File: config.mk
export PLATFORM = sky130hd
export DESIGN_NAME = max_heap_priority_queue_core_flat
export DESIGN_NICKNAME = d
export VERILOG_FILES = /design/src/mhpq_pkg.sv /design/src/mhpq_req_if.sv /design/src/mhpq_rsp_if.sv /design/src/mhpq_cell.sv /design/src/mhpq_chain.sv /design/src/max_heap_priority_queue_core.sv /design/src/flat_wrapper.sv
export SDC_FILE = /design/constraint.sdc
export NUM_CORES = 2
export LEC_CHECK = 0
export ABC_CLOCK_PERIOD_IN_PS = 7900
export BUFFER_PORTS_ARGS = -buffer_cell sky130_fd_sc_hd__buf_2
export CAP_MARGIN = 0
export CORE_UTILIZATION = 45
export DETAILED_ROUTE_END_ITERATION = 10
export PLACE_DENSITY = 0.61
export SYNTH_ARGS = -nofsm -noshare
export SYNTH_HDL_FRONTEND = slang
export SYNTH_SLANG_ARGS = --single-unit
File: constraint.sdc
create_clock -name clock -period 7.9 [get_ports clock]
set_input_delay 0.395 -clock clock [delete_from_list [all_inputs] [get_ports clock]]
set_output_delay 0.395 -clock clock [all_outputs]
set_load 0.03 [all_outputs]
File: src/mhpq_pkg.sv
// Shared types and constants of the max-heap priority queue core.
package mhpq_pkg;

   // Number of values the queue can hold, and the width of one value.
   localparam int CAPACITY    = 32;
   localparam int VALUE_WIDTH = 32;
   localparam int COUNT_WIDTH = $clog2(CAPACITY + 1);
   localparam int OP_WIDTH    = 3;

   localparam logic [COUNT_WIDTH-1:0] FULL_COUNT = COUNT_WIDTH'(CAPACITY);
   localparam logic [COUNT_WIDTH-1:0] COUNT_ONE  = COUNT_WIDTH'(1);

   // Operation codes carried by a request transaction.
   typedef enum logic [OP_WIDTH-1:0] {
      OP_INSERT  = 3'd0,
      OP_REMOVE  = 3'd1,
      OP_SEARCH  = 3'd2,
      OP_CLEAR   = 3'd3,
      OP_READOUT = 3'd4
   } op_type;

   // Commands broadcast to every cell of the chain.
   typedef enum logic [2:0] {
      CMD_HOLD   = 3'd0,
      CMD_CMP    = 3'd1,
      CMD_INSERT = 3'd2,
      CMD_REMOVE = 3'd3,
      CMD_ROTATE = 3'd4,
      CMD_CLEAR  = 3'd5
   } cmd_type;

   // Control group from the sequencer to the chain.
   typedef struct packed {
      cmd_type                        cmd;
      logic signed [VALUE_WIDTH-1:0]  key;
   } ctrl_type;

   // What one cell shows to its neighbours.
   typedef struct packed {
      logic signed [VALUE_WIDTH-1:0]  value;
      logic                           valid;
      logic                           gt;
      logic                           eq;
   } link_type;

   // Sequencer states.
   typedef enum logic [4:0] {
      S_IDLE  = 5'b00001,
      S_CMP   = 5'b00010,
      S_APPLY = 5'b00100,
      S_READ  = 5'b01000,
      S_RESP  = 5'b10000
   } state_type;

endpackage

File: src/mhpq_req_if.sv
// Request channel: operation and operand, with valid/ready handshake.
interface mhpq_req_if;
   logic                                       valid;
   logic                                       ready;
   logic [mhpq_pkg::OP_WIDTH-1:0]              operation;
   logic signed [mhpq_pkg::VALUE_WIDTH-1:0]    item_value;

   modport source (output valid, operation, item_value, input ready);
   modport sink   (input valid, operation, item_value, output ready);
endinterface

File: src/mhpq_rsp_if.sv
// Response channel: status, readout value and occupancy, with valid/ready handshake.
interface mhpq_rsp_if;
   logic                                       valid;
   logic                                       ready;
   logic                                       ok;
   logic                                       full_refused;
   logic signed [mhpq_pkg::VALUE_WIDTH-1:0]    out_value;
   logic                                       has_value;
   logic                                       last;
   logic [mhpq_pkg::COUNT_WIDTH-1:0]           entry_count;
   logic                                       empty_res;

   modport source (output valid, ok, full_refused, out_value, has_value, last,
                   entry_count, empty_res, input ready);
   modport sink   (input valid, ok, full_refused, out_value, has_value, last,
                   entry_count, empty_res, output ready);
endinterface

File: src/mhpq_cell.sv
// One cell of the sorted chain: holds a value, its valid bit and compare flags.
module mhpq_cell (
   input  logic                        clock,
   input  logic                        reset,
   input  mhpq_pkg::ctrl_type          ctrl,
   input  logic                        first,
   input  logic signed [mhpq_pkg::VALUE_WIDTH-1:0] head_value,
   input  mhpq_pkg::link_type          prev,
   input  mhpq_pkg::link_type          next,
   output mhpq_pkg::link_type          self
);

   logic signed [mhpq_pkg::VALUE_WIDTH-1:0] value_ff, value_in;
   logic                                    valid_ff, valid_in;
   logic                                    gt_ff, gt_in;
   logic                                    eq_ff, eq_in;

   // Next-state logic for the broadcast command.
   always_comb begin
      value_in = value_ff;
      valid_in = valid_ff;
      gt_in    = gt_ff;
      eq_in    = eq_ff;
      case (ctrl.cmd)
         mhpq_pkg::CMD_CMP: begin
            gt_in = valid_ff && (value_ff > ctrl.key);
            eq_in = valid_ff && (value_ff == ctrl.key);
         end
         mhpq_pkg::CMD_INSERT: begin
            // Larger values stay; the first smaller slot takes the key, the rest shift down.
            if (!gt_ff) begin
               if (first || prev.gt) begin
                  value_in = ctrl.key;
                  valid_in = 1'b1;
               end else begin
                  value_in = prev.value;
                  valid_in = prev.valid;
               end
            end
         end
         mhpq_pkg::CMD_REMOVE: begin
            // The matching cell and all after it pull from the next cell.
            if (!gt_ff) begin
               value_in = next.value;
               valid_in = next.valid;
            end
         end
         mhpq_pkg::CMD_ROTATE: begin
            // Rotate the occupied part by one: the last occupied cell takes the head.
            if (valid_ff) begin
               if (!next.valid) begin
                  value_in = head_value;
               end else begin
                  value_in = next.value;
               end
            end
         end
         mhpq_pkg::CMD_CLEAR: begin
            valid_in = 1'b0;
         end
         default: begin
            value_in = value_ff;
         end
      endcase
   end

   // Cell registers; only the valid bit needs a reset.
   always_ff @(posedge clock) begin
      value_ff <= value_in;
      gt_ff    <= gt_in;
      eq_ff    <= eq_in;
      if (reset) begin
         valid_ff <= 1'b0;
      end else begin
         valid_ff <= valid_in;
      end
   end

   assign self = '{value: value_ff, valid: valid_ff, gt: gt_ff, eq: eq_ff};

endmodule

File: src/mhpq_chain.sv
// Row of cells kept in descending order, with match detection over all cells.
module mhpq_chain (
   input  logic                                     clock,
   input  logic                                     reset,
   input  mhpq_pkg::ctrl_type                       ctrl,
   output logic                                     found,
   output logic signed [mhpq_pkg::VALUE_WIDTH-1:0]  head_value
);

   mhpq_pkg::link_type              links [mhpq_pkg::CAPACITY];
   logic [mhpq_pkg::CAPACITY-1:0]   eq_vec;

   // Cells, each wired to both neighbours; the ends see an empty cell.
   for (genvar i = 0; i < mhpq_pkg::CAPACITY; i++) begin : g_cell
      mhpq_pkg::link_type prev_link;
      mhpq_pkg::link_type next_link;

      if (i == 0) begin : g_first
         assign prev_link = '0;
      end else begin : g_mid_prev
         assign prev_link = links[i-1];
      end

      if (i == mhpq_pkg::CAPACITY - 1) begin : g_last
         assign next_link = '0;
      end else begin : g_mid_next
         assign next_link = links[i+1];
      end

      mhpq_cell u_cell (
         .clock      (clock),
         .reset      (reset),
         .ctrl       (ctrl),
         .first      (i == 0),
         .head_value (head_value),
         .prev       (prev_link),
         .next       (next_link),
         .self       (links[i])
      );

      assign eq_vec[i] = links[i].eq;
   end

   // Registered match flags reduce to one found bit.
   assign found      = |eq_vec;
   assign head_value = links[0].value;

endmodule

File: src/max_heap_priority_queue_core.sv
// Top level of the max-heap priority queue core: sequencer, chain and response register.
//
// The queue keeps up to CAPACITY unique signed values in a chain of cells held in descending
// order, which gives the same observable behaviour as a binary max-heap. Insert, remove,
// search, clear and an unknown operation each present their single response once the request has
// passed through the compare state, in which every cell compares, and the apply state, which applies
// the shift, and the next request is taken in the cycle after that response transaction completes.
// A sorted readout of n values goes through the same two states and then the read state, which
// loads one value per cycle into the response register while the response side is ready; the chain
// rotates by one cell per value and is back in its original order after the last one. None of this
// depends on the capacity.
module max_heap_priority_queue_core (
   input  logic          clock,
   input  logic          reset,
   mhpq_req_if.sink      req_chan,
   mhpq_rsp_if.source    rsp_chan
);

   mhpq_pkg::state_type                        state_ff, state_in;
   logic [mhpq_pkg::OP_WIDTH-1:0]              op_ff, op_in;
   logic signed [mhpq_pkg::VALUE_WIDTH-1:0]    key_ff, key_in;
   logic [mhpq_pkg::COUNT_WIDTH-1:0]           count_ff, count_in;
   logic [mhpq_pkg::COUNT_WIDTH-1:0]           remain_ff, remain_in;

   logic                                       rsp_valid_ff, rsp_valid_in;
   logic                                       ok_ff, ok_in;
   logic                                       full_ff, full_in;
   logic signed [mhpq_pkg::VALUE_WIDTH-1:0]    value_ff, value_in;
   logic                                       has_ff, has_in;
   logic                                       last_ff, last_in;
   logic [mhpq_pkg::COUNT_WIDTH-1:0]           rcount_ff, rcount_in;
   logic                                       empty_ff, empty_in;

   mhpq_pkg::ctrl_type                         ctrl;
   logic                                       found;
   logic signed [mhpq_pkg::VALUE_WIDTH-1:0]    head_value;
   logic                                       rsp_free;

   mhpq_chain u_chain (
      .clock      (clock),
      .reset      (reset),
      .ctrl       (ctrl),
      .found      (found),
      .head_value (head_value)
   );

   assign req_chan.ready = (state_ff == mhpq_pkg::S_IDLE);
   assign rsp_free       = !rsp_valid_ff || rsp_chan.ready;

   // Sequencer: decides the chain command and builds each response.
   always_comb begin
      state_in     = state_ff;
      op_in        = op_ff;
      key_in       = key_ff;
      count_in     = count_ff;
      remain_in    = remain_ff;
      ctrl.cmd     = mhpq_pkg::CMD_HOLD;
      ctrl.key     = key_ff;
      rsp_valid_in = rsp_valid_ff && !rsp_chan.ready;
      ok_in        = ok_ff;
      full_in      = full_ff;
      value_in     = value_ff;
      has_in       = has_ff;
      last_in      = last_ff;
      rcount_in    = rcount_ff;
      empty_in     = empty_ff;

      case (state_ff)
         mhpq_pkg::S_IDLE: begin
            if (req_chan.valid) begin
               op_in    = req_chan.operation;
               key_in   = req_chan.item_value;
               state_in = mhpq_pkg::S_CMP;
            end
         end
         mhpq_pkg::S_CMP: begin
            ctrl.cmd = mhpq_pkg::CMD_CMP;
            state_in = mhpq_pkg::S_APPLY;
         end
         mhpq_pkg::S_APPLY: begin
            ok_in    = 1'b0;
            full_in  = 1'b0;
            value_in = '0;
            has_in   = 1'b0;
            last_in  = 1'b1;
            state_in = mhpq_pkg::S_RESP;
            case (op_ff)
               mhpq_pkg::OP_INSERT: begin
                  // A duplicate is refused before the full check.
                  if (!found) begin
                     if (count_ff == mhpq_pkg::FULL_COUNT) begin
                        full_in = 1'b1;
                     end else begin
                        ctrl.cmd = mhpq_pkg::CMD_INSERT;
                        count_in = count_ff + mhpq_pkg::COUNT_ONE;
                        ok_in    = 1'b1;
                     end
                  end
               end
               mhpq_pkg::OP_REMOVE: begin
                  if (found) begin
                     ctrl.cmd = mhpq_pkg::CMD_REMOVE;
                     count_in = count_ff - mhpq_pkg::COUNT_ONE;
                     ok_in    = 1'b1;
                  end
               end
               mhpq_pkg::OP_SEARCH: begin
                  ok_in = found;
               end
               mhpq_pkg::OP_CLEAR: begin
                  ctrl.cmd = mhpq_pkg::CMD_CLEAR;
                  count_in = '0;
                  ok_in    = 1'b1;
               end
               mhpq_pkg::OP_READOUT: begin
                  // An empty queue gives a single response with no value.
                  if (count_ff != '0) begin
                     remain_in = count_ff;
                     state_in  = mhpq_pkg::S_READ;
                  end
               end
               default: begin
                  ok_in = 1'b0;
               end
            endcase
            rcount_in = count_in;
            empty_in  = (count_in == '0);
            if (state_in == mhpq_pkg::S_RESP) begin
               rsp_valid_in = 1'b1;
            end
         end
         mhpq_pkg::S_READ: begin
            // Emit the head and rotate the chain whenever the response register frees up.
            if (rsp_free) begin
               ctrl.cmd     = mhpq_pkg::CMD_ROTATE;
               rsp_valid_in = 1'b1;
               ok_in        = 1'b0;
               full_in      = 1'b0;
               value_in     = head_value;
               has_in       = 1'b1;
               last_in      = (remain_ff == mhpq_pkg::COUNT_ONE);
               rcount_in    = count_ff;
               empty_in     = 1'b0;
               remain_in    = remain_ff - mhpq_pkg::COUNT_ONE;
               if (remain_ff == mhpq_pkg::COUNT_ONE) begin
                  state_in = mhpq_pkg::S_RESP;
               end
            end
         end
         mhpq_pkg::S_RESP: begin
            if (rsp_chan.ready) begin
               state_in = mhpq_pkg::S_IDLE;
            end
         end
         default: begin
            state_in = mhpq_pkg::S_IDLE;
         end
      endcase
   end

   // Control registers.
   always_ff @(posedge clock) begin
      if (reset) begin
         state_ff     <= mhpq_pkg::S_IDLE;
         count_ff     <= '0;
         remain_ff    <= '0;
         rsp_valid_ff <= 1'b0;
      end else begin
         state_ff     <= state_in;
         count_ff     <= count_in;
         remain_ff    <= remain_in;
         rsp_valid_ff <= rsp_valid_in;
      end
   end

   // Payload registers.
   always_ff @(posedge clock) begin
      op_ff     <= op_in;
      key_ff    <= key_in;
      ok_ff     <= ok_in;
      full_ff   <= full_in;
      value_ff  <= value_in;
      has_ff    <= has_in;
      last_ff   <= last_in;
      rcount_ff <= rcount_in;
      empty_ff  <= empty_in;
   end

   assign rsp_chan.valid        = rsp_valid_ff;
   assign rsp_chan.ok           = ok_ff;
   assign rsp_chan.full_refused = full_ff;
   assign rsp_chan.out_value    = value_ff;
   assign rsp_chan.has_value    = has_ff;
   assign rsp_chan.last         = last_ff;
   assign rsp_chan.entry_count  = rcount_ff;
   assign rsp_chan.empty_res    = empty_ff;

endmodule

File: src/flat_wrapper.sv
// flat-port wrapper written by rule: the top's interface ports become plain ports
module max_heap_priority_queue_core_flat 
  (clock, reset, req_chan_valid, req_chan_operation, req_chan_item_value, req_chan_ready, rsp_chan_valid, rsp_chan_ok, rsp_chan_full_refused, rsp_chan_out_value, rsp_chan_has_value, rsp_chan_last, rsp_chan_entry_count, rsp_chan_empty_res, rsp_chan_ready);
  mhpq_req_if req_chan_i ();
  mhpq_rsp_if rsp_chan_i ();
  input  logic clock;
  input  logic reset;
  input wire logic [$bits(req_chan_i.valid)-1:0] req_chan_valid;
  input wire logic [$bits(req_chan_i.operation)-1:0] req_chan_operation;
  input wire logic [$bits(req_chan_i.item_value)-1:0] req_chan_item_value;
  output wire logic [$bits(req_chan_i.ready)-1:0] req_chan_ready;
  output wire logic [$bits(rsp_chan_i.valid)-1:0] rsp_chan_valid;
  output wire logic [$bits(rsp_chan_i.ok)-1:0] rsp_chan_ok;
  output wire logic [$bits(rsp_chan_i.full_refused)-1:0] rsp_chan_full_refused;
  output wire logic [$bits(rsp_chan_i.out_value)-1:0] rsp_chan_out_value;
  output wire logic [$bits(rsp_chan_i.has_value)-1:0] rsp_chan_has_value;
  output wire logic [$bits(rsp_chan_i.last)-1:0] rsp_chan_last;
  output wire logic [$bits(rsp_chan_i.entry_count)-1:0] rsp_chan_entry_count;
  output wire logic [$bits(rsp_chan_i.empty_res)-1:0] rsp_chan_empty_res;
  input wire logic [$bits(rsp_chan_i.ready)-1:0] rsp_chan_ready;
  assign req_chan_i.valid = req_chan_valid;
  assign req_chan_i.operation = req_chan_operation;
  assign req_chan_i.item_value = req_chan_item_value;
  assign req_chan_ready = req_chan_i.ready;
  assign rsp_chan_valid = rsp_chan_i.valid;
  assign rsp_chan_ok = rsp_chan_i.ok;
  assign rsp_chan_full_refused = rsp_chan_i.full_refused;
  assign rsp_chan_out_value = rsp_chan_i.out_value;
  assign rsp_chan_has_value = rsp_chan_i.has_value;
  assign rsp_chan_last = rsp_chan_i.last;
  assign rsp_chan_entry_count = rsp_chan_i.entry_count;
  assign rsp_chan_empty_res = rsp_chan_i.empty_res;
  assign rsp_chan_i.ready = rsp_chan_ready;
  max_heap_priority_queue_core u_core (.clock(clock), .reset(reset), .req_chan(req_chan_i), .rsp_chan(rsp_chan_i));
endmodule
Word level (Yosys, flattened, before mapping)
Index checks and enable logic that the tools add are counted.

Add/subtract/negate cells: 3. Multiply operators: 0. Div/mod/pow operators: 0. Magnitude comparators: 32. Eq/ne operators: 151. Shift-type cells: 0. Mux-type cells: 362. Bitwise operators: 0. Reductions and logical operators: 143.

Operator list (number): two-way mux 32 bit (159); one-hot mux 32 bit (3 select lines) (32); equality test 32 bit (32); greater-than comparator 32 bit (32); inequality test 2 bit (second input constant) (67); AND reduction 4 bit (33); two-way mux 1 bit (106); one-hot mux 1 bit (3 select lines) (32); AND reduction 3 bit (32); inequality test 2 x 1 -> 1 bit (second input constant) (35); logical AND 1 bit (65); one-hot mux 32 bit (2 select lines) (1); two-way mux 6 bit (8); two-way mux 5 bit (7); OR reduction 32 bit (1); one-hot mux 5 bit (5 select lines) (1); one-hot mux 6 bit (2 select lines) (2); one-hot mux 3 bit (3 select lines) (2); one-hot mux 6 bit (3 select lines) (1); equality test 3 x 2 -> 1 bit (second input constant) (4); one-hot mux 1 bit (2 select lines) (6); subtractor 6 x 1 -> 6 bit (second input constant) (2); equality test 5 bit (second input constant) (2); equality test 3 bit (second input constant) (3); other kinds (20) (26).

Register bits after elaboration: 1216. Latch bits: 0. Memory bits (writable): 0. ROM bits: 0. Bits of input ports: 39. Word-level logic and storage cells: 832. Memories kept: 0.

Logic depth before layout (Yosys ltp)
Depth after elaboration: 8. Depth in mapped cells: 14. Gate-level depth less buffers: 10.

Hierarchy
From an unflattened synthesis, not the netlist that was laid out.

Cells, all modules: 10536. Area total of the unflattened synthesis: 93424.6 µm².

By module, submodules not included: mhpq_cell (u_core.u_chain.g_cell[0].u_cell ...) (times used 26, cells each 318, area each 2785.2 µm², sequential area each 1041.0 µm²); mhpq_cell (u_core.u_chain.g_cell[4].u_cell ...) (times used 4, cells each 318, area each 2781.4 µm², sequential area each 1041.0 µm²); mhpq_cell (u_core.u_chain.g_cell[8].u_cell ...) (times used 2, cells each 319, area each 2783.9 µm², sequential area each 1041.0 µm²); max_heap_priority_queue_core (times used 1, cells each 345, area each 4234.1 µm², sequential area each 2702.6 µm²); mhpq_chain (times used 1, cells each 13, area each 82.6 µm², sequential area each 0.0 µm²).

Least setup slack after synthesis
Ideal clock, no wire load.

Path kind: flip-flop to flip-flop. Start: register u_core.u_chain.g_cell[24].u_cell.eq_ff. End: register u_core.u_chain.g_cell[16].u_cell.value_ff[0] in the netlist's numbering, enable pin. Library setup time: 0.480 ns. Arrival: 4.654 ns. Data required time: 7.420 ns. Slack: 2.765 ns. Stages on the path, launching flop included: 9. Path buffers: 2. Clock period less this slack: 5.135 ns. Cells stage by stage: edfxtp_1 > nor4_1 > nand2_1 > nor4_4 > mux2i_1 > clkbuf_1 > a21oi_1 > clkbuf_1 > a311oi_1.

Longest elaborated chain between the ends: 7. Elaborated cells on any way between the ends: 13. Those cells by class: eq/ne: 6; mux: 4; reduce/logical: 3.

RTL lines: start, declared (RTL line mhpq_cell.sv:16) `logic eq_ff, eq_in;`; start signal, assigned (RTL line mhpq_cell.sv:71) `eq_ff <= eq_in;`; OR reduction 32 bit * (RTL line mhpq_chain.sv:45) `assign found = |eq_vec;`; two-way mux 2 bit / two-way mux 3 bit (equally long branches) (RTL line max_heap_priority_queue_core.sv:101, max_heap_priority_queue_core.sv:90); one-hot mux 3 bit (3 select lines) * (RTL line max_heap_priority_queue_core.sv:87) `case (op_ff)`; one-hot mux 3 bit (3 select lines) * (RTL line max_heap_priority_queue_core.sv:68) `case (state_ff)`; equality test 3 bit / equality test 3 x 2 -> 1 bit (equally long branches) (RTL line mhpq_cell.sv:24) `case (ctrl.cmd)`; inequality test 2 x 1 -> 1 bit (no source line) (tied with other cells); AND reduction 4 bit (no source line) *; end signal, assigned (RTL line mhpq_cell.sv:69) `value_ff <= value_in;`; end, declared (RTL line mhpq_cell.sv:13) `logic signed [mhpq_pkg::VALUE_WIDTH-1:0] value_ff, value_in;`.

Mark *: on every way between the ends. The rest lies on a longest branch, timed or not. A chain may end at the register's enable or synchronous reset.

Final worst setup path
Start: register u_core.state_ff[4]. End: register u_core.u_chain.g_cell[23].u_cell.value_ff[18] in the netlist's numbering, data pin.

Longest elaborated chain between the ends: 4. Elaborated cells on any way between the ends: 8. Those cells by class: eq/ne: 6; mux: 2.

RTL lines: start, declared (RTL line max_heap_priority_queue_core.sv:19) `mhpq_pkg::state_type state_ff, state_in;`; start signal, assigned (RTL line max_heap_priority_queue_core.sv:164) `state_ff <= mhpq_pkg::S_IDLE;`; start signal, assigned (RTL line max_heap_priority_queue_core.sv:169) `state_ff <= state_in;`; equality test 5 x 4 -> 1 bit (tied with other cells) (RTL line max_heap_priority_queue_core.sv:68); one-hot mux 3 bit (3 select lines) * (RTL line max_heap_priority_queue_core.sv:68); equality test 3 bit / equality test 3 x 2 -> 1 bit (equally long branches) (RTL line mhpq_cell.sv:24); one-hot mux 32 bit (3 select lines) * (RTL line mhpq_cell.sv:24); net u_core.u_chain.g_cell[23].u_cell.value_in, one bit (RTL line mhpq_cell.sv:13); end signal, assigned (RTL line mhpq_cell.sv:69); end, declared (RTL line mhpq_cell.sv:13).

The timed path passes the listed nets; every way through them passes the cells marked *.

==> impl_results.md <==
- R2r setup slk: 2840 ps
- Clock skew: 34.39 ps
- Post-Route M1 WL: 148800 um
- Post-CTS Resized: 0
- Buffers inserted by post-CTS timing repair: 0
- Flop pwr share: 0.443
- Share of cells above drive strength 1: 0.08112
- Post-route cell area: 0.09599 sq mm
- Total CTS buffers: 148
- # fillers: 17.23k
- Placer Congestion: 0.9771
- Clk_lat worst skew: 840 ps
- Total grt overflow: 0
- Port Buf Inserts: 83
- Setup ws final: 2838 ps
- Yosys Warn Count: 0
- Max_slew headroom: -0.07608
- Internal power: 11.64 mW
- Die Ht: 442.6 um
- R2r endpoint: u_core.u_chain.g_cell[23].u_cell.value_ff[18]
- CP Launch Type: register
- Crit end category: register
- WL final: 394900 um
- Worst R2R Start: u_core.state_ff[4]
- Crit Path Category: register to register
- Tmin final: 5062 ps
- CTS H-tree depth: 4
- Worst hold start: reset
- VDD IR max: 0.2103 mV
- Crit path from: u_core.state_ff[4]
- Cell Pwr Density: 166.6 mW/mm^2
- Via density: 7.290
- Flops & latches, synth: 1216
- First-pass GRT wire length: 551500 um
- Combinational family with the most area after synthesis: compound AO/OA/AOI/OAI gates
- Max-slew violation count: 25
- Worst Hold Class: input port to register
- Reg2reg path depth: 9
- Ys async rst share: 0
- # IOs: 84
- Max Cap Viol: 2
- Failing checks: DRC, capacitance limit, slew limit
- Total power: 16.00 mW
- Total routing usage reported by global routing: 0.3890
- Root Buffer: clkbuf_16
- Top Layer Used: met5
- Worst-margin pin slew: 1614 ps
- Status: complete, but fails checks
- Maximum fanout along the worst path: 53
- Final net count: 9144
- Mux cell area share after synthesis: 0.1110
- Part of the power in the clock network: 0.430
- Row cnt: 161
- Required time worst endpoint: 8530 ps
- Synthesized instance count: 8232
- DRC Markers: 1
- Setup TNS: 0 ps
- Synth Area in Compound Gates: 0.1818
- Cell area after synthesis: 0.08737 sq mm
- Post-synth net total: 9299
- Final Util: 0.4979
- Met2 wire len: 160800 um
- Final hold vios: 0
- WP data arrival: 5700 ps
- Synth Area in Simple Gates: 0.1066
- Number of synthesized flops with an enable pin: 1166
- Net switching power: 4.353 mW
- Static leakage: 36.86 nW
- Clk buf depth: 3
- Met3 wire len: 54540 um
- Mean Syn Cell Area: 10.61 sq um
- Dpl ws: 3225 ps
- Pin count of the biggest net entering global routing: 185
- Die area: 0.1959 sq mm
- Synth Area in XOR/XNOR: 0.001103
- Post-DP HPWL: 266000 um
- Synth Flop Type: edfxtp_1
- Routed wire per std cell: 36.75 um
- Switching share of power: 0.2721
- Initial DRC Count: 12.23k
- Netlist cell types: 72
- Achievable Freq: 197.5 MHz
- Initial core utilization: 0.4532
- Hold Path End: u_core.u_chain.g_cell[0].u_cell.valid_ff
- Area grow syn2layout: 9.862%
- RSZ-0062 raised after global routing: false
- Antenna violations before repair: 18
- CTS sink cnt: 1216
- Pre-antenna DRT Iters: 11
- Sequential area share after synthesis: 0.4122
- CTS tree: built
- Final setup violation count: 0
- Final period util: 0.6408
- Vias in the first global route: 74.59k
- DRT antenna net count: 0
- Vias: 78.33k
- Cells on Worst Hold Path: 3
- Core area: 0.1928 sq mm
- Dpl cell area: 0.09086 sq mm
- Comb pwr share: 0.126
- Clock-pin slew on the worst setup and hold paths: 60 ps
- Chip width: 442.6 um
- Post-synthesis adder-cell area fraction: 0.1472
## layout by cell type (no fill, tap or decap), types with 38 or more instances in the layout
cell,Yosys,final
buf_4,0,265
o221ai_1,559,559
mux2i_1,967,966
a2111oi_0,44,44
clkbuf_16,0,156
and2_1,40,38
clkbuf_1,548,43
a221o_1,377,377
a211oi_1,62,61
nor2_1,669,657
nand3_1,108,108
a31oi_1,42,42
nor2b_1,69,69
and3_1,50,49
a21oi_1,269,268
buf_2,126,83
inv_1,148,117
nand4_1,172,172
o21ai_0,249,249
dfxtp_1,50,50
nand2_1,824,821
nor3_1,65,65
a21o_1,182,181
ha_1,1028,1028
edfxtp_1,1166,1166
## critical path, stage by stage, from the launching register on
cell      delay [ps]
dfxtp_1          330
nor2_1           120
nand3_1          440
inv_2            140
buf_4            610
and2_4           530
buf_4            810
nand2_1         1000
buf_4            560
o221ai_1         250
## per-stage QoR
stage | instances | hold slack (ps)
finish | 10750 | 269.7
global route | 10730 | 268.0
CTS | 10720 | 219.2
detailed placement | 10420 | 519.1
global placement | 10420 | 509.5
floorplan | 8232 | 483.5
## worst max path at each step
stage | to | slack [ps]
4_1_cts | u_core.u_chain.g_cell[30].u_cell.value_ff[12] | 3200
6_report | u_core.u_chain.g_cell[23].u_cell.value_ff[18] | 2840
3_3_place_gp | u_core.u_chain.g_cell[22].u_cell.value_ff[18] | 3190
2_1_floorplan | u_core.u_chain.g_cell[16].u_cell.value_ff[0] | 2770
3_5_place_dp | u_core.u_chain.g_cell[31].u_cell.value_ff[7] | 3220
5_1_grt | u_core.u_chain.g_cell[21].u_cell.value_ff[18] | 2870
## cell type report
type | instances | area (sq um) | share of cell area
multi-input combinational | 6167 | 48540 | 0.5057
sequential | 1216 | 36010 | 0.3752
clock buffer | 205 | 4148 | 0.04321
tap | 2526 | 3161 | 0.03293
timing repair buffer | 394 | 2955 | 0.03079
inverter | 150 | 563.0 | 0.005866
clock inverter | 66 | 559.3 | 0.005826
antenna | 21 | 52.55 | 0.0005475
## layer usage
| layer | global-route usage | vias to the layer above |
|---|---|---|
| li1 | - | 32330 |
| met1 | 0.5033 | 38600 |
| met2 | 0.5448 | 6098 |
| met3 | 0.1279 | 1289 |
| met4 | 0.2725 | 10 |
| met5 | 0 | - |
## flip-flops by register name (all words and copies together) (netlist names), 5 cells and up
register and cells:
u_core.u_chain.g_cell.u_cell.value_ff 1024, u_core.u_chain.g_cell.u_cell.eq_ff 32, u_core.rsp_chan.entry_count 6, u_core.remain_ff 6, u_core.state_ff 5, u_core.count_ff 6, u_core.key_ff 32, u_core.u_chain.g_cell.u_cell.gt_ff 32
u_core.rsp_chan.out_value 32, u_core.u_chain.g_cell.u_cell.valid_ff 32
## power groups by stage
| stage | clock, mW | combinational [mW] | sequential (mW) |
|---|---|---|---|
| 6_report | 6.88 | 2.02 | 7.09 |
| 5_1_grt | 7.11 | 2.13 | 7.09 |
| 4_1_cts | 6.87 | 1.93 | 7.09 |
| 3_5_place_dp | 0 | 1.91 | 7.22 |
| 3_3_place_gp | 0 | 1.84 | 7.22 |
| 2_1_floorplan | 0 | 1.15 | 7.22 |
## logic make-up after synthesis
logic type / Yosys count
muxes: 969
buffers and inverters: 849
DFF: 1216
xor gates and xnor gates: 11
adders and majority gates: 1028
and+or+nand+nor: 2106
AOI/OAI and AO/OA: 2053
## what timing repair did
item,in CTS,in global routing
hold endpoints to repair,37,0
endpoints found under the setup margin,0,0
hold buffers,37,0
## synthesized netlist by cell type (all sizes together) (6+ instances only)
master	n	share of area
a2111oi	44	0.0044
a211oi	62	0.0053
a21o	182	0.016
a21oi	269	0.015
a221o	377	0.043
a221oi	9	0.00090
a222oi	32	0.0037
a311oi	62	0.0062
a31oi	42	0.0030
and2	42	0.0030
and3	50	0.0036
and4	7	0.00070
buf	151	0.010
clkbuf	548	0.024
dfxtp	50	0.011
edfxtp	1166	0.40
ha	1028	0.15
inv	149	0.0064
mux2i	967	0.11
nand2	824	0.035
nand2b	17	0.0013
nand3	108	0.0062
nand3b	7	0.00060
nand4	172	0.012
nor2	670	0.029
nor2b	69	0.0049
nor3	65	0.0037
nor4	39	0.0030
o2111ai	6	0.00060
o211ai	22	0.0019
o21a	36	0.0031
o21ai	284	0.016
o21bai	12	0.0010
o221ai	559	0.056
o22ai	7	0.00057
o31ai	21	0.0018
or2	9	0.00064
or3	9	0.00064
xnor2	9	0.00090
(Power assumes the default switching activity.)
